--- src/rtl/rir_div.sv ---
`default_nettype none
module rir_div #(
	parameter int W = 59
) (
	input  wire logic         clk,
	input  wire logic         arst_n,
	input  wire logic         start,
	input  wire logic [W-1:0] num,
	input  wire logic [W-1:0] den,
	output logic              busy,
	output logic              done,
	output logic      [W-1:0] quo
);
	localparam int CNTW = $clog2(W + 1);

	logic [W:0]      rem_q;
	logic [W-1:0]    num_q;
	logic [W-1:0]    den_q;
	logic [CNTW-1:0] cnt_q;
	logic            busy_q;
	logic            done_q;
	logic [W:0]      rem_sh;
	logic            ge;

	// one quotient bit a cycle, restoring
	always_comb begin
		rem_sh = {rem_q[W-1:0], num_q[W-1]};
		ge     = rem_sh >= {1'b0, den_q};
	end

	always_ff @(posedge clk or negedge arst_n) begin
		if (!arst_n) begin
			busy_q <= 1'b0;
			done_q <= 1'b0;
			cnt_q  <= '0;
		end else begin
			done_q <= 1'b0;
			if (start) begin
				busy_q <= 1'b1;
				cnt_q  <= CNTW'(W);
			end else if (busy_q) begin
				cnt_q <= cnt_q - 1'b1;
				if (cnt_q == CNTW'(1)) begin
					busy_q <= 1'b0;
					done_q <= 1'b1;
				end
			end
		end
	end

	always_ff @(posedge clk) begin
		if (start) begin
			num_q <= num;
			den_q <= den;
			rem_q <= '0;
		end else if (busy_q) begin
			rem_q <= ge ? (rem_sh - {1'b0, den_q}) : rem_sh;
			num_q <= {num_q[W-2:0], ge};
		end
	end

	assign busy = busy_q;
	assign done = done_q;
	assign quo  = num_q;
endmodule
`default_nettype wire

--- config.mk ---
export PLATFORM = sky130hd
export DESIGN_NAME = rir_div
export DESIGN_NICKNAME = d
export VERILOG_FILES = /design/src/rtl/rir_div.sv
export SDC_FILE = /design/constraint.sdc
export NUM_CORES = 1
export LEC_CHECK = 0
export BUFFER_PORTS_ARGS = -buffer_cell sky130_fd_sc_hd__buf_2
export CORE_ASPECT_RATIO = 1.75
export CORE_MARGIN = 2
export CORE_UTILIZATION = 50
export CTS_BUF_LIST = sky130_fd_sc_hd__clkbuf_4
export CTS_CLUSTER_DIAMETER = 60
export DETAILED_ROUTE_END_ITERATION = 12
export GPL_ROUTABILITY_DRIVEN = 1
export PLACE_DENSITY_LB_ADDON = 0.3
export RECOVER_POWER = 100
export SYNTH_ARGS = -nofsm -noshare
export SYNTH_HDL_FRONTEND = slang
export SYNTH_SLANG_ARGS = --single-unit
--- constraint.sdc ---
create_clock -name clk -period 4.2 [get_ports clk]
set_input_delay 0.21 -clock clk [delete_from_list [all_inputs] [get_ports clk]]
set_output_delay 0.21 -clock clk [all_outputs]
set_load 0.02 [all_outputs]
* Yosys cells after proc, flatten, opt, wreduce, memory -nomap -nowiden
Cells that the tools add are included.
** Operators by class
- Add/subtract/negate cells :: 2
- Order comparisons :: 1
- Equal/unequal tests :: 1
- Multiplexer cells :: 11
- Reductions and logical operators :: 1
** Operators with widths (number)
- $mux 59 :: 3
- $ge 60x59->1 :: 1
- $sub 59x59->59 :: 1
- $mux 6 :: 2
- $eq 6x1->1 const B :: 1
- $mux 1 :: 6
- $sub 6x1->6 const B :: 1
- $reduce_bool 2->1 :: 1
** Storage, ports and cells
- Flip-flop bits (word level) :: 185
- Bits of input ports :: 121
- Output and inout port bits :: 61
- Logic and storage cells :: 22

* Longest topological paths before layout
- Word-level depth :: 4
- Depth in mapped cells :: 15
- Mapped depth without buffers :: 13

* Least setup slack after synthesis
Ideal clock, no wire load.
- Kind :: register -> register
- Start point :: register num_q[58], in the netlist quo[58]
- End point :: register rem_q[54]
- Library setup time :: 0.095 ns
- Arrival :: 2.941 ns
- Data required time :: 4.105 ns
- Setup slack :: 1.164 ns
- Stages on the path, launching flop included :: 14
- Buffers on the path :: 0
- Period minus slack after synthesis :: 3.036 ns
- Path through :: edfxtp_1 -> inv_1 -> ha_1 -> fa_1 -> nand2b_1 -> a21oi_2 -> o21ai_1 -> o211ai_2 -> a31oi_2 -> o21a_2 -> o31a_2 -> nor3_1 -> nor2_1 -> o311ai_1
** Between the ends
- Longest elaborated chain between the ends :: 2
- Elaborated cells on any way between the ends :: 3
- Classes of those cells :: 1 x add/sub; 1 x order compare; 1 x mux
** Ends and longest elaborated chain
- from (decl) :: line 17 : logic [W-1:0] num_q;
- from (signal assigned) :: line 53 : num_q <= num;
- from (signal assigned) :: line 58 : num_q <= {num_q[W-2:0], ge};
- $sub 59x59->59 / $ge 60x59->1 (equally long branches) :: line 57, 28
- $mux 59 (*) :: line 57 : rem_q <= ge ? (rem_sh - {1'b0, den_q}) : rem_sh;
- to (signal assigned) :: line 57
- to (decl) :: line 16 : logic [W:0] rem_q;
Every way passes the cells marked *; elsewhere a longest branch is shown, timed or not.
A chain may end at the register's enable or synchronous reset.

* Worst setup path after layout
- Start point :: register den_q[15]
- End point :: register rem_q[54]
** Between the ends
- Longest elaborated chain between the ends :: 2
- Elaborated cells on any way between the ends :: 3
- Classes of those cells :: 1 x add/sub; 1 x order compare; 1 x mux
** Ends and longest elaborated chain
- from (decl) :: line 18 : logic [W-1:0] den_q;
- from (signal assigned) :: line 54 : den_q <= den;
- $sub 59x59->59 / $ge 60x59->1 (equally long branches) :: line 57, 28
- $mux 59 (*) :: line 57
Marked as above.

==> results.cfg <==
[worst_setup_path]
critPathCaptureType = flop
r2r_cells = 12
startpoint_type = flop
critPathCapture = rem_q[54]
r2r-end = rem_q[54]
r2r-start = den_q[15]
critPathArrivalTime_ns = 4.13
critPathMaxFanout = 14
r2r_slack_ns = 0.61
worstSetupPathType = flop to flop
critPathRequiredTime_ns = 4.74
startpoint = den_q[15]

[global_routing]
grtUsageMet1 = 0.2648
grt_pass1_wl_um = 47470
grt_pass1_vias = 9750
use_met3 = 0.05338
antenna_found_initial = 1
grt_max_degree = 161
grt.busiest_layer = met2
met2_usage = 0.4988
grt_usage = 0.2671
grt-ovfl-total = 0

[sta]
worst_pin_slew_ns = 2.021
setup-violations-final = 0
slew_headroom = -0.3473
whs_ns = 0.2707
finalCritPeriodShare = 0.8544
max_freq_mhz = 278.7
rsz0062_at_grt = no
drv_slew = 161
timing.final.ws_setup_ns = 0.6114
hold_violations = 0
min_period_ns = 3.589
fin_setup_tns_ns = 0
fin_skew_ns = 0.02954

[placed_design]
gp_congestion = 0.9659
place_inst = 1531
place_ws_ns = 0.8957
place_area_mm2 = 0.01204
post-dp-hpwl_um = 20350
port_buffers = 181

[min_path]
hp-class = input port to flop

[detailed_routing]
first_pass_iters = 7
wl_per_cell_um = 17.66
drc_errors = 0
wl_um = 29780
drt_iter0_drc = 438
postRouteAntennaNets = 0
avgViaCountPerCell = 5.616
num_vias = 9469

[floorplan]
num_rows = 71
core_region_area_mm2 = 0.02150
die_y_um = 199.4
initial_utilization = 0.5076
die_w_um = 115.7
die_area_mm2 = 0.02307
num_io_pins = 182

[pwr]
leakage_nw = 5.622
peakVddDrop_mv = 0.3618
p_per_area_mw_per_mm2 = 564.6

[yosys]
synth_edf_count = 118
synthArstFlopShare = 0.04324
synth_area_leaders = edfxtp_1 32%, dfxtp_1 11%, ha_1 7.0%
synth_most_common_cell = edfxtp_1
synth-compound-area-share = 0.1765
ys.flop_type = edfxtp_1
muxShareOfSynthArea = 0.09230
synth_top_family_by_area = compound AO/OA/AOI/OAI gates
syn_avg_cell_area_um2 = 9.930
yosysTopAreaCellShare = 0.3247
synth_xor_area_frac = 0.04334
synth_seq_area_share = 0.4513
synth_area_mm2 = 0.01091
syn_inst = 1099
synth_top_area_cell = edfxtp_1
yosys.area_share.simple = 0.1141
yosys_warnings = 0
synth_common_cells = 118 x edfxtp_1, 99 x nor2_1, 90 x a21oi_1
ys_seq_elements = 185
ys_types = 73
synth_nets = 1282
synthAdderAreaFrac = 0.07177

[final_layout]
fillCellCount = 1849
syn_to_final_growth_pct = 22.46
drive_above_1_share = 0.1631
final_cell_area_mm2 = 0.01336
finalNonFillerCells = 1686
fin_nets = 1562

[cts]
ctsHoldBuffers = 121
cts_buffer_depth = 2
cts_tree = built
root_buffer = clkbuf_4
postCtsSetupBuffers = 0
h-tree-depth = 4
numCtsBuffers = 17
clock_latency_ns = 0.64
cts_resized = 0
cts_sinks = 185
clk_pin_slew_ns = 0.15

[run_status]
outcome = finished, violations left
violations = max-capacitance violations, max-slew violations

[flow_run]
max_cap_violations = 1
==> critical path: stages (launching register included) <==
cell,delay (ns)
edfxtp_1,0.41
inv_1,0.06
ha_1,0.37
a21oi_1,0.34
o21ai_0,0.14
a21oi_1,0.23
a21oi_1,0.16
nor3_1,0.42
o21ai_4,0.12
buf_4,0.21
nor2_1,0.73
a22oi_1,0.17
o311ai_1,0.15
==> worst min path at each step <==
stage               startpoint   endpoint  slack, ns  cells past startpoint
floorplan               arst_n       busy      -0.09                      0
global placement        arst_n       done       0.07                      1
detailed placement      arst_n       done       0.07                      1
CTS                    den[49]  den_q[49]       0.21                      2
global route            den[5]   den_q[5]       0.24                      2
finish                 den[19]  den_q[19]       0.27                      2
==> through the flow <==
step	util	power [mW]
6_report	0.6216	7.546
5_1_grt	0.6216	8.084
4_1_cts	0.6276	7.562
3_5_place_dp	0.5601	6.542
3_3_place_gp	0.5601	6.497
2_1_floorplan	-	5.635
==> cells in the final DEF, fill, tap and decap left out, types with 4 or more instances in the layout <==
| cell type | n |
|---|---|
| clkbuf_4 | 19 |
| o21bai_1 | 15 |
| mux2_2 | 59 |
| nor3_1 | 13 |
| nor2_1 | 100 |
| edfxtp_1 | 118 |
| clkinv_1 | 4 |
| a211oi_1 | 45 |
| xor2_1 | 20 |
| ha_1 | 61 |
| inv_1 | 84 |
| and2_1 | 6 |
| buf_4 | 5 |
| dfrtp_1 | 8 |
| nand2b_1 | 10 |
| o21a_1 | 5 |
| a21o_1 | 19 |
| a21oi_1 | 91 |
| nand2_1 | 81 |
| xnor2_1 | 34 |
| dlygate4sd3_1 | 121 |
| nor4_1 | 5 |
| clkinv_2 | 4 |
| clkbuf_1 | 65 |
| mux2i_1 | 32 |
| o21ai_0 | 64 |
| o211ai_1 | 9 |
| or4_1 | 4 |
| o21ai_1 | 4 |
| a31oi_1 | 7 |
| nand4_1 | 16 |
| dfxtp_1 | 59 |
| a22oi_1 | 9 |
| nor2b_1 | 6 |
| buf_2 | 116 |
| a21boi_0 | 4 |
| nand3_1 | 11 |
==> layer usage <==
| layer | wire length, um | up-vias |
|---|---|---|
| li1 | - | 4558 |
| met1 | 10490 | 4439 |
| met2 | 16160 | 355 |
| met3 | 1334 | 117 |
| met4 | 1790 | 0 |
| met5 | 0 | - |
==> final cells by class <==
type	instances	area (um2)	share of cell area
clock inverter	14	105.1	0.007864
inverter	84	315.3	0.02359
clock buffer	18	135.1	0.01011
multi-input combinational	780	5418	0.4054
tap	292	365.4	0.02734
timing repair buffer	311	2096	0.1568
antenna	2	5.005	0.0003745
sequential	185	4925	0.3685
==> logic make-up (layout without fill, tap and decap cells) <==
| family | Yosys count | count (layout) |
|---|---|---|
| other cells | 0 | 2 |
| flops | 185 | 185 |
| buf+inv | 134 | 427 |
| mux | 93 | 93 |
| fa+ha+maj | 62 | 62 |
| compound gates | 301 | 301 |
| simple gates | 270 | 270 |
| xor+xnor | 54 | 54 |
==> registers in the layout, indices dropped and copies added, names as in the netlist <==
signal and cells:
den_q 59, rem_q 59, cnt_q 6, done 1, busy 1, quo 59
==> report_power, final <==
part,internal [mW],total (mW),switching [mW]
combinational,1.66,4.03,2.37
clock,0.290,0.907,0.617
sequential,2.33,2.61,0.281
total,4.28,7.55,3.27
(Power assumes the default switching activity.)
