==> config.mk <==
export PLATFORM = sky130hd
export DESIGN_NAME = rir_lane
export DESIGN_NICKNAME = d
export VERILOG_FILES = /design/src/rtl/rir_pkg.sv /design/src/rtl/rir_lane.sv
export SDC_FILE = /design/constraint.sdc
export NUM_CORES = 2
export LEC_CHECK = 0
export ABC_CLOCK_PERIOD_IN_PS = 10800
export BUFFER_PORTS_ARGS = -buffer_cell sky130_fd_sc_hd__buf_2
export CAP_MARGIN = 20
export CORE_MARGIN = 10
export CORE_UTILIZATION = 60
export DETAILED_ROUTE_END_ITERATION = 12
export PLACE_DENSITY_LB_ADDON = 0.25
export REMOVE_ABC_BUFFERS = 1
export SYNTH_ARGS = -nofsm -noshare
export SYNTH_HDL_FRONTEND = slang
export SYNTH_SLANG_ARGS = --single-unit
export TNS_END_PERCENT = 5
==> constraint.sdc <==
create_clock -name clk -period 10.8 [get_ports clk]
set_clock_uncertainty 0.15 [all_clocks]
set_input_delay 0.54 -clock clk [delete_from_list [all_inputs] [get_ports clk]]
set_output_delay 0.54 -clock clk [all_outputs]
set_load 0.01 [all_outputs]
==> src/rtl/rir_pkg.sv <==
`default_nettype none
package rir_pkg;

	// field and register widths
	localparam int CFGW     = 9;
	localparam int CFG_IDXW = 3;
	localparam int COORDW   = 8;
	localparam int CHW      = 8;
	localparam int PIXW     = 3 * CHW;
	localparam int NUM_CH   = 3;
	localparam int NUM_SAMP = 4;

	// 1.16 weights
	localparam int FRACW = 16;
	localparam int WTW   = FRACW + 1;
	localparam int WW    = 2 * FRACW + 1;
	localparam logic [WTW-1:0] ONE_FX = WTW'(1) << FRACW;

	// item commands
	localparam logic CMD_LOAD    = 1'b0;
	localparam logic CMD_COMPUTE = 1'b1;

	// register indexes
	localparam logic [CFG_IDXW-1:0] REG_SRC_W = 3'd0;
	localparam logic [CFG_IDXW-1:0] REG_SRC_H = 3'd1;
	localparam logic [CFG_IDXW-1:0] REG_DST_W = 3'd2;
	localparam logic [CFG_IDXW-1:0] REG_DST_H = 3'd3;

	// bilinear sample slots
	localparam int SAMP_A = 0;
	localparam int SAMP_B = 1;
	localparam int SAMP_C = 2;
	localparam int SAMP_D = 3;

	typedef struct packed {
		logic                clr;
		logic [NUM_SAMP-1:0] samp_we;
		logic                prod_en;
		logic                acc_en;
		logic                avg_we;
	} rir_lane_ctl_t;

endpackage
`default_nettype wire

==> src/rtl/rir_lane.sv <==
`default_nettype none
module rir_lane #(
	parameter int ACCW = 57
) (
	input  wire logic                   clk,
	input  wire rir_pkg::rir_lane_ctl_t ctl,
	input  wire logic [7:0]             pix,
	input  wire logic [32:0]            w_s1,
	input  wire logic [7:0]             avg,
	input  wire logic [15:0]            ab,
	input  wire logic [15:0]            ac,
	output logic      [ACCW-1:0]        acc,
	output logic      [7:0]             res
);
	import rir_pkg::*;

	logic [CHW-1:0]      samp_q [NUM_SAMP];
	logic [WW+CHW-1:0]   prod_s2;
	logic [ACCW-1:0]     acc_q;
	logic [CHW+WTW-1:0]  top_s1;
	logic [CHW+WTW-1:0]  bot_s1;
	logic [CHW+2*WTW-1:0] all_s2;
	logic [WTW-1:0]      nab;
	logic [WTW-1:0]      nac;

	assign nab = ONE_FX - WTW'(ab);
	assign nac = ONE_FX - WTW'(ac);

	// capture samples, overwrite the first with the box average
	always_ff @(posedge clk) begin
		for (int k = 0; k < NUM_SAMP; k++) begin
			if (ctl.clr) begin
				samp_q[k] <= '0;
			end else if (ctl.samp_we[k]) begin
				samp_q[k] <= pix;
			end
		end
		if (ctl.avg_we) begin
			samp_q[SAMP_A] <= avg;
		end
	end

	// weighted sum over the box window
	always_ff @(posedge clk) begin
		if (ctl.prod_en) begin
			prod_s2 <= (WW+CHW)'(w_s1) * (WW+CHW)'(pix);
		end
		if (ctl.clr) begin
			acc_q <= '0;
		end else if (ctl.acc_en) begin
			acc_q <= acc_q + ACCW'(prod_s2);
		end
	end

	// blend along x, then along y
	always_ff @(posedge clk) begin
		top_s1 <= (CHW+WTW)'(nab) * (CHW+WTW)'(samp_q[SAMP_A])
			+ (CHW+WTW)'(ab) * (CHW+WTW)'(samp_q[SAMP_B]);
		bot_s1 <= (CHW+WTW)'(nab) * (CHW+WTW)'(samp_q[SAMP_C])
			+ (CHW+WTW)'(ab) * (CHW+WTW)'(samp_q[SAMP_D]);
		all_s2 <= (CHW+2*WTW)'(nac) * (CHW+2*WTW)'(top_s1)
			+ (CHW+2*WTW)'(ac) * (CHW+2*WTW)'(bot_s1);
	end

	assign acc = acc_q;
	assign res = all_s2[2*FRACW +: CHW];
endmodule
`default_nettype wire

* After elaboration in Yosys (flattened, before gate mapping)
Memory sizes are Yosys's and may differ from the RTL's. Cells that the tools add are included.
Word-level totals: register bits after elaboration 188, memory bits (writable) 32, bits of input ports 90, word-level logic and storage cells 45, bits in latches 0, memory bits (read-only) 0, memories 1, output and inout port bits 65
Operators by class: eq/ne operators 0, reductions and logical operators 0, bitwise logic cells 5, $lt $le $gt $ge 0, multiply operators 7, div/mod/pow operators 0, shifts and indexed selects 0, add/subtract/negate cells 6, muxes and demuxes 21
Memory list:
- samp_q | depth 4, width 8, rd ports 4, clocked after Yosys merged registers in 0, write ports 4, RTL line rir_lane.sv:17 | logic [CHW-1:0] samp_q [NUM_SAMP];
Operators by type and width (number):
- adder 57 x 41 -> 57 bit | 1
- adder 25 x 24 -> 25 bit | 2
- multiplier 17 x 8 -> 25 bit | 2
- multiplier 16 x 8 -> 24 bit | 2
- multiplier 33 x 8 -> 41 bit | 1
- adder 40 bit | 1
- multiplier 16 x 25 -> 40 bit | 1
- multiplier 17 x 25 -> 40 bit | 1
- 2-to-1 mux 8 bit | 5
- subtractor 17 x 16 -> 17 bit (first input constant) | 2
- 2-to-1 mux 1 bit | 16
- bitwise OR 1 bit | 5

* Logic depth before layout (Yosys ltp)
depth in word-level cells 5, depth in mapped cells 38, mapped depth without buffers 35

* Worst setup path before layout
No wires, ideal clock.
kind input -> register, start input port ac[0], end register all_s2[39], stages on the path 35, arrival 8.703 ns, required time 10.578 ns, path buffers 3, slack 1.874 ns, cells stage by stage clkbuf_1 -> clkbuf_1 -> inv_1 -> ha_1 -> nand3b_1 -> nor3_1 -> nand2b_1 -> or3b_2 -> xor2_1 -> clkbuf_1 -> nand2_1 -> fa_1 -> fa_1 -> fa_1 -> fa_1 -> inv_1 -> fa_1 -> inv_1 -> fa_1 -> inv_1 -> fa_1 -> inv_1 -> fa_1 -> inv_1 -> ha_1 -> a21o_1 -> a21o_1 -> a211oi_1 -> o211ai_1 -> a211oi_1 -> a21boi_0 -> nand2_1 -> nand3b_1 -> a31oi_1 -> xnor2_1
On the way: word-level cells in the longest chain between the ends 3
Ends and longest elaborated chain:
- start, declared | RTL line rir_lane.sv:11 | input wire logic [15:0] ac,
- subtractor 17 x 16 -> 17 bit | RTL line rir_lane.sv:27 | assign nac = ONE_FX - WTW'(ac);
- multiplier 17 x 25 -> 40 bit | RTL line rir_lane.sv:61 | all_s2 <= (CHW+2*WTW)'(nac) * (CHW+2*WTW)'(top_s1)
- adder 40 bit (*) | RTL line rir_lane.sv:62 | + (CHW+2*WTW)'(ac) * (CHW+2*WTW)'(bot_s1);
- end signal, assigned | RTL line rir_lane.sv:61
- end, declared | RTL line rir_lane.sv:22 | logic [CHW+2*WTW-1:0] all_s2;
Mark *: on every way between the ends. The rest lies on a longest branch, timed or not. A chain may end at the register's enable or synchronous reset.

* Worst setup path after layout
start input port ac[1], end register all_s2[39]
The elaborated chain is that of the path after synthesis.

==> metrics.cfg <==
[cts]
clkTransAtPathRegs_ns=0.09
cts_buffers=17
cts_sinks=188
root_buffer=clkbuf_16
cts_tree=done
cts_setup_buffers=0
htree_levels=4
clk_latency_ns=0.52
clockBufferDepth=2
hold_buffers=0
cts-resized-gates=0

[global_routing]
grt_pass1_wl_microns=238000
grt-ovfl-total=0
grt_max_degree=69
grt_use_total_pct=27.6
antenna_found_initial=21
grt_pass1_vias=45300

[synth]
async_reset_ff_share_pct=0
synthesis.area_sq_um=57800
synth_area_leaders=fa_1, ha_1, inv_1
synth.avg_cell_area_sq_um=9.14
synth-seq-cells=188
synth_edf_count=73
yosysTopAreaCell=fa_1
synth_top_area_share_pct=46.7
yosys_warnings=0
ys_seq_area_share_pct=7.78
synth_cell_types=74
synth-main-ff-cell=dfxtp_1
synthCells=6322

[routing]
finalWirelength_microns=145000
drtAntennaViolNets=0
first_iter_violations=2871
via_per_inst=5.53
dr.pass1.iters=6
drt_drc_violations_left=0
wire_per_inst_microns=19.1
vias=41900

[sta]
setup_tns_ns=0
worstMarginPinSlew_ns=1.16
finalCritPeriodShare_pct=90.4
fin_crit_ns=9.76
hold_viol=0
max_freq_ghz=0.102
setup_violations=0
rsz0062_at_grt=no
slew_headroom_pct=22.0
slew_violations=0

[setup_path]
crit_path_start_kind=input port
cp_slowest_cell=xor2_2
critical_path_arrival_ns=10.02
critPathCaptureType=register
worst_ep_required_time_ns=11.06
cp_common_cell=fa_1
worst-setup-path-type=in -> reg
critPathMaxStageDelay_ns=0.66
cp_max_fo=26

[layout]
fillers=8001
fin_nets=8168
drive_gt1_share_pct=4.46
mostFrequentLayoutCell=inv_1
final_cell_mix=inv_1, fa_1, nand2_1
areaGrowthSynthToFinish_pct=4.36

[die]
initial_core_util_pct=60.7
die_height_microns=330
core_sq_um=95300
row_count=113
die_w_microns=330
pin_count=155
dieArea_sq_um=109000

[placed_design]
gp_congestion=0.901
io_buffers=154
post-dp-hpwl_microns=120000

[run]
drv_cap=0

[status]
status=finished clean

[min_path]
hp-class=in -> reg

[worst max-delay path: cells and delay by family]
kind | cells | cell delay (ns)
adders and majority gates | 9 | 4.15
and+or+nand+nor | 10 | 2.18
buffers and inverters | 10 | 1.13
xor gates and xnor gates | 2 | 0.79
AOI/OAI and AO/OA | 4 | 1.21
[Yosys cell counts (6+ instances only)]
| master | count |
|---|---|
| or4_1 | 9 |
| nand3_1 | 31 |
| nor4_1 | 10 |
| or3_1 | 21 |
| a211o_1 | 6 |
| nor2b_1 | 17 |
| xnor2_1 | 111 |
| xor2_1 | 47 |
| nor3_1 | 25 |
| nor2_1 | 130 |
| o211ai_1 | 9 |
| inv_1 | 1409 |
| edfxtp_1 | 73 |
| a211oi_1 | 21 |
| a31oi_1 | 13 |
| fa_1 | 1349 |
| nand2_1 | 984 |
| nand2b_1 | 23 |
| nand4_1 | 15 |
| o21ai_0 | 79 |
| dfxtp_1 | 115 |
| and2_1 | 759 |
| ha_1 | 447 |
| a21oi_1 | 135 |
| and3_1 | 13 |
| o21bai_1 | 20 |
| o21a_1 | 16 |
| mux2i_1 | 21 |
| o31ai_1 | 10 |
| buf_1 | 26 |
| clkbuf_1 | 243 |
| or2_2 | 8 |
| a21o_1 | 53 |
[routing by layer]
metal / GRT usage [%] / share of wire, %
met5: 0 / 0.019
met4: 8.44 / 2.4
met3: 6.06 / 8.0
met2: 45.3 / 48
met1: 36.5 / 42
[sequential cells by signal (all words and copies together), names as in the netlist]
signal	cells
acc	57
all_s2	8
bot_s1	25
prod_s2	41
samp_q	32
top_s1	25
[logic make-up (layout without fill, tap and decap cells)]
logic type,Yosys count,after routing,share of synthesized area (%)
buffers and inverters,1684,1657,10.9
other,0,12,0
multiplexers,21,21,0.364
adder cells (fa/ha/maj),1796,1796,56.4
XOR/XNOR,158,158,2.39
flip-flops,188,188,7.78
AND/OR/NAND/NOR,2059,2059,17.4
AO/OA/AOI/OAI,416,416,4.71
[worst paths after layout]
path | startpoint | end | slack [ns] | cells past startpoint
setup / recovery | ac[1] | all_s2[39] | 1.04 | 35
hold / removal | avg[1] | samp_q[0][1] | 0.17 | 3
setup reg to reg | bot_s1[10] | all_s2[39] | 2.48 | 27
hold reg to reg | acc[38] | acc[38] | 0.35 | 2
[layout make-up]
class	instances	area [sq um]	area share [%]
repair buffers	214	1220	2.03
diodes	12	30.0	0.0498
inverters	1411	5300	8.78
flip-flops and latches	188	4490	7.45
well taps	1265	1580	2.62
clock buffers	17	425	0.705
multi-input cells	4450	47100	78.0
clock inverters	15	205	0.340
[stage by stage]
step	hold slack [ns]	util, %	cell area [sq um]	std cells	worst slack, ns
2_1_floorplan	0.352	-	56800	6049	2.00
3_3_place_gp	0.325	62.6	59600	7525	0.838
3_5_place_dp	0.340	62.6	59600	7525	0.602
4_1_cts	0.138	63.2	60300	7557	1.16
5_1_grt	0.161	63.3	60300	7568	0.492
6_report	0.168	63.3	60300	7572	1.04
Power is not shown: default switching activity piles up to over one toggle a cycle in this logic, so the estimate is an artifact.
